**config.mk**
```make
export PLATFORM = sky130hd
export DESIGN_NAME = lbcs_cell
export DESIGN_NICKNAME = d
export VERILOG_FILES = /design/src/rtl/lbcs_pkg.sv /design/src/rtl/lbcs_cell.sv
export SDC_FILE = /design/constraint.sdc
export NUM_CORES = 1
export LEC_CHECK = 0
export BUFFER_PORTS_ARGS = -buffer_cell sky130_fd_sc_hd__buf_4
export CAP_MARGIN = 20
export CORE_AREA = 2 2 39 41
export CTS_CLUSTER_DIAMETER = 50
export DETAILED_ROUTE_END_ITERATION = 7
export DIE_AREA = 0 0 41 43
export GPL_TIMING_DRIVEN = 0
export HOLD_SLACK_MARGIN = 0.12
export PLACE_DENSITY = 0.68
export SETUP_SLACK_MARGIN = 0.4
export SLEW_MARGIN = 20
export SYNTH_ARGS = -nofsm -noshare
export SYNTH_HDL_FRONTEND = slang
export SYNTH_SLANG_ARGS = --single-unit
```
**constraint.sdc**
```tcl
create_clock -name clk_i -period 0.85 [get_ports clk_i]
set_input_delay 0.085 -clock clk_i [delete_from_list [all_inputs] [get_ports clk_i]]
set_output_delay 0.085 -clock clk_i [all_outputs]
set_load 0.005 [all_outputs]
```
**src/rtl/lbcs_pkg.sv**
```systemverilog
package lbcs_pkg;

  localparam int NUM_SEGMENTS = 10;
  localparam int IDX_W        = (NUM_SEGMENTS > 1) ? $clog2(NUM_SEGMENTS) : 1;

  localparam int OP_W    = 2;
  localparam int ADDR_W  = 8;
  localparam int VALUE_W = 8;
  localparam int COLOR_W = 3;
  localparam int ANODE_W = 10;

  localparam logic [OP_W-1:0] OP_WRITE = 2'd0;
  localparam logic [OP_W-1:0] OP_READ  = 2'd1;
  localparam logic [OP_W-1:0] OP_TICK  = 2'd2;

  localparam logic [ADDR_W-1:0] CMD_FILL       = 8'h10;
  localparam logic [ADDR_W-1:0] CMD_SHIFT_UP   = 8'h11;
  localparam logic [ADDR_W-1:0] CMD_SHIFT_DOWN = 8'h12;

  localparam logic [ADDR_W-1:0] NUM_ADDR = ADDR_W'(NUM_SEGMENTS);

  localparam logic KIND_READ  = 1'b0;
  localparam logic KIND_DRIVE = 1'b1;

  // Per-cycle command broadcast to every cell of the chain.
  typedef struct packed {
    logic               wr_one;
    logic               fill;
    logic               shift_up;
    logic               shift_down;
    logic               tick;
    logic [ADDR_W-1:0]  addr;
    logic [COLOR_W-1:0] color;
  } cell_ctrl_t;

endpackage

```
**src/rtl/lbcs_cell.sv**
```systemverilog
module lbcs_cell
  import lbcs_pkg::*;
(
  input  logic               clk_i,
  input  logic               rst_ni,
  input  cell_ctrl_t         ctrl_i,
  input  logic [IDX_W-1:0]   idx_i,
  input  logic [COLOR_W-1:0] lower_color_i,
  input  logic [COLOR_W-1:0] upper_color_i,
  input  logic               token_i,
  input  logic               token_invert_i,
  output logic [COLOR_W-1:0] color_o,
  output logic               token_o,
  output logic [COLOR_W-1:0] read_o,
  output logic [COLOR_W-1:0] drive_o
);

  logic [COLOR_W-1:0] color_q, color_d;
  logic               tok_q, tok_d;
  logic               addr_hit;

  assign addr_hit = (ctrl_i.addr == ADDR_W'(idx_i));

  always_comb begin
    color_d = color_q;
    if (ctrl_i.wr_one && addr_hit) begin
      color_d = ctrl_i.color;
    end else if (ctrl_i.fill) begin
      color_d = ctrl_i.color;
    end else if (ctrl_i.shift_up) begin
      color_d = lower_color_i;
    end else if (ctrl_i.shift_down) begin
      color_d = upper_color_i;
    end
  end

  // Stored bit is inverted in the cell that holds the token after reset.
  assign tok_d = ctrl_i.tick ? (token_i ^ token_invert_i) : tok_q;

  always_ff @(posedge clk_i or negedge rst_ni) begin
    if (!rst_ni) begin
      color_q <= '0;
      tok_q   <= 1'b0;
    end else begin
      color_q <= color_d;
      tok_q   <= tok_d;
    end
  end

  assign color_o = color_q;
  assign token_o = tok_q ^ token_invert_i;
  assign read_o  = addr_hit ? color_q : '0;
  assign drive_o = token_o ? color_q : '0;

endmodule
```
==> flow_summary.json <==
{
  "design_area_um2": 759.5,
  "crit_type": "register to output port",
  "hold_violations": 0,
  "start_kind": "register",
  "drtAntennaViolNets": 0,
  "finalWorstSetupSlack_ps": -308.5,
  "root_buffer": "clkbuf_4",
  "swShare_pct": 25.21,
  "p_clk_share_pct": 28.3,
  "synth_area_um2": 351.6,
  "tns_ps": -2336,
  "p_sw_mw": 0.2044,
  "grt_use_total_pct": 11.79,
  "insertedDiodeCount": 0,
  "p_per_area_mw_per_mm2": 1068,
  "status": "finished, violations left",
  "insertion_delay_ps": 230,
  "area_growth_pct": 116.0,
  "clkSinkCount": 4,
  "clockBufferDepth": 2,
  "die_y_um": 43,
  "post-route-period-util_pct": 136.3,
  "fmax_mhz": 863.2,
  "slew_viol_final": 0,
  "synthCells": 36,
  "finalCriticalPeriod_ps": 1159,
  "gp_congestion": 0.6467,
  "dp.cells": 91,
  "yosys_warnings": 0,
  "clk_pin_slew_ps": 30,
  "grt_pass1_vias": 384,
  "critPathRequiredTime_ps": 760,
  "wire_per_inst_um": 11.13,
  "final_nets": 113,
  "synth_fp_nets": 66,
  "hp-class": "primary input to register",
  "cp_data_arrival_time_ps": 1070,
  "dr.first_iter.drc_count": 0,
  "combinationalPowerShare_pct": 42.6,
  "routed_wl_mm": 1.080,
  "dieArea_mm2": 0.001763,
  "cts_tree": "built",
  "worstPathCellList": "xor2_2 -> and2_1 -> buf_4",
  "cts-hold-fix-buffers": 1,
  "p_int_mw": 0.6066,
  "htree_num_levels": 1,
  "antenna_found_initial": 0,
  "fp.coreArea_mm2": 0.001384,
  "num_vias": 409,
  "max_slew.worst_pin.slew_ps": 228.6,
  "violations": "negative setup slack",
  "end_kind": "output port",
  "portBuffers": 39,
  "start_util_pct": 25.41,
  "cap_violations": 0,
  "fin_skew_ps": 0,
  "avgViaCountPerCell": 4.216,
  "setup_violations": 13,
  "drive_gt1_share_pct": 64.20,
  "relSlewSlack_pct": 84.64,
  "core.rowCount": 14,
  "die_x_um": 41,
  "critPathMaxFanout": 4,
  "drc": 0,
  "drtPass1Iterations": 1,
  "grt_start_max_net_pins": 7,
  "postSynthAreaPerCell_um2": 9.766,
  "grt-ovfl-total": 0,
  "place_hpwl_um": 883.8,
  "crit_slowest_cell": "dfrtp_1",
  "cts-buffers-inserted": 3,
  "max-vdd-ir-drop_mv": 0.6037,
  "place_area_um2": 671.9,
  "cpPeakStageDelay_ps": 390,
  "synth_seq_cells": 4,
  "rsz0062_at_grt": "true",
  "p_leak_nw": 0.3727,
  "final_cells": 97,
  "yosysUniqueCellTypes": 14,
  "p_total_mw": 0.8111,
  "io_pins": 40,
  "grt_pass1_wl_mm": 1.414,
  "power_frac_seq_pct": 29.1,
  "ys_seq_area_share_pct": 28.47
}
## critical path: cells and delay by family (launching register included)
family	cells	cell delay (ps)
flip-flops	1	390
XOR/XNOR	1	170
buffers and inverters	1	130
AND/OR/NAND/NOR	1	160
## metrics by stage
step / setup slack (ps) / hold slack, ps / utilization [%]
after floorplan: -215.4 / -210.6 / -
after global placement: -403.6 / -118.9 / 48.55
after detailed placement: -414.3 / -116.5 / 48.55
after CTS: -321.6 / 30.66 / 53.25
after global routing: -373.3 / 38.61 / 54.88
final: -308.5 / 36.13 / 54.88
## layer usage
layer / GRT usage (%) / wire (µm) / vias up / part of all wire, %
met1: 12.05 / 400 / 168 / 37
met5: 0 / 0 / - / 0
met4: 8.000 / 14 / 0 / 1.3
met2: 19.69 / 511 / 27 / 47
met3: 2.618 / 153 / 2 / 14
li1: - / - / 212 / -
## area by class of cell
type / count / area, µm²
fill: 130 / 624.3
multi-input combinational: 32 / 272.8
clock buffer: 3 / 22.52
timing repair buffer: 42 / 344.1
tap: 16 / 20.02
sequential: 4 / 100.1
## flip-flops by register name, indices dropped and copies added, names as in the netlist
register / cells
color_o: 3
tok_q: 1
## path summary, 6_finish.rpt
path	from	endpoint	slack (ps)	depth (start not counted)
min in group asynchronous	rst_ni	color_o[1]	190	2
worst max-delay path	tok_q	drive_o[0]	-310	3
worst max register to register	color_o[2]	color_o[2]	-180	3
worst min register to register	tok_q	tok_q	580	2
worst min-delay path	ctrl_i[11]	tok_q	40	2
max in group asynchronous	rst_ni	tok_q	560	2
## cells in the mapped netlist (all sizes together)
library cell	n	area (µm²)
and2	6	37.54
xnor2	5	43.79
dfrtp	4	100.1
nand2	4	15.01
mux2	3	33.78
mux2i	3	30.03
o21ai	3	15.01
nand3	2	15.01
nor2	2	7.510
a21oi	1	5.000
nor4	1	21.27
o21bai	1	18.77
xor2	1	8.760
## kinds of logic after synthesis
group / Yosys count / synth area share, %
muxes: 6 / 18.15
AOI/OAI and AO/OA: 5 / 11.03
DFF: 4 / 28.47
and+or+nand+nor: 15 / 27.40
xor gates and xnor gates: 6 / 14.95
## cells in the final DEF (no fill, tap or decap), types with 3 or more instances in the layout
cell,Yosys,routed
mux2i_1,3,3
dfrtp_1,4,4
and2_1,6,6
nand2_1,4,4
buf_6,0,7
xnor2_1,5,5
buf_4,0,34
o21ai_1,0,3
mux2_4,0,3
clkbuf_4,0,3
## power by group through the flow
stage | Combinational [mW] | Clock, mW | Sequential [mW]
after floorplan | 0.0985 | 0 | 0.231
after global placement | 0.292 | 0 | 0.236
after detailed placement | 0.296 | 0 | 0.237
after CTS | 0.331 | 0.244 | 0.237
after global routing | 0.377 | 0.259 | 0.239
final | 0.346 | 0.230 | 0.236
## repair_timing
| item | 4_1_cts | 5_1_grt |
|---|---|---|
| pin swaps | 6 | 3 |
| endpoints found under the setup margin | 14 | 14 |
| setup buffers | 0 | 2 |
| hold endpoints to repair | 8 | 4 |
| resized for setup | 12 | 2 |
Note: power is estimated with default switching activity, not from simulation.
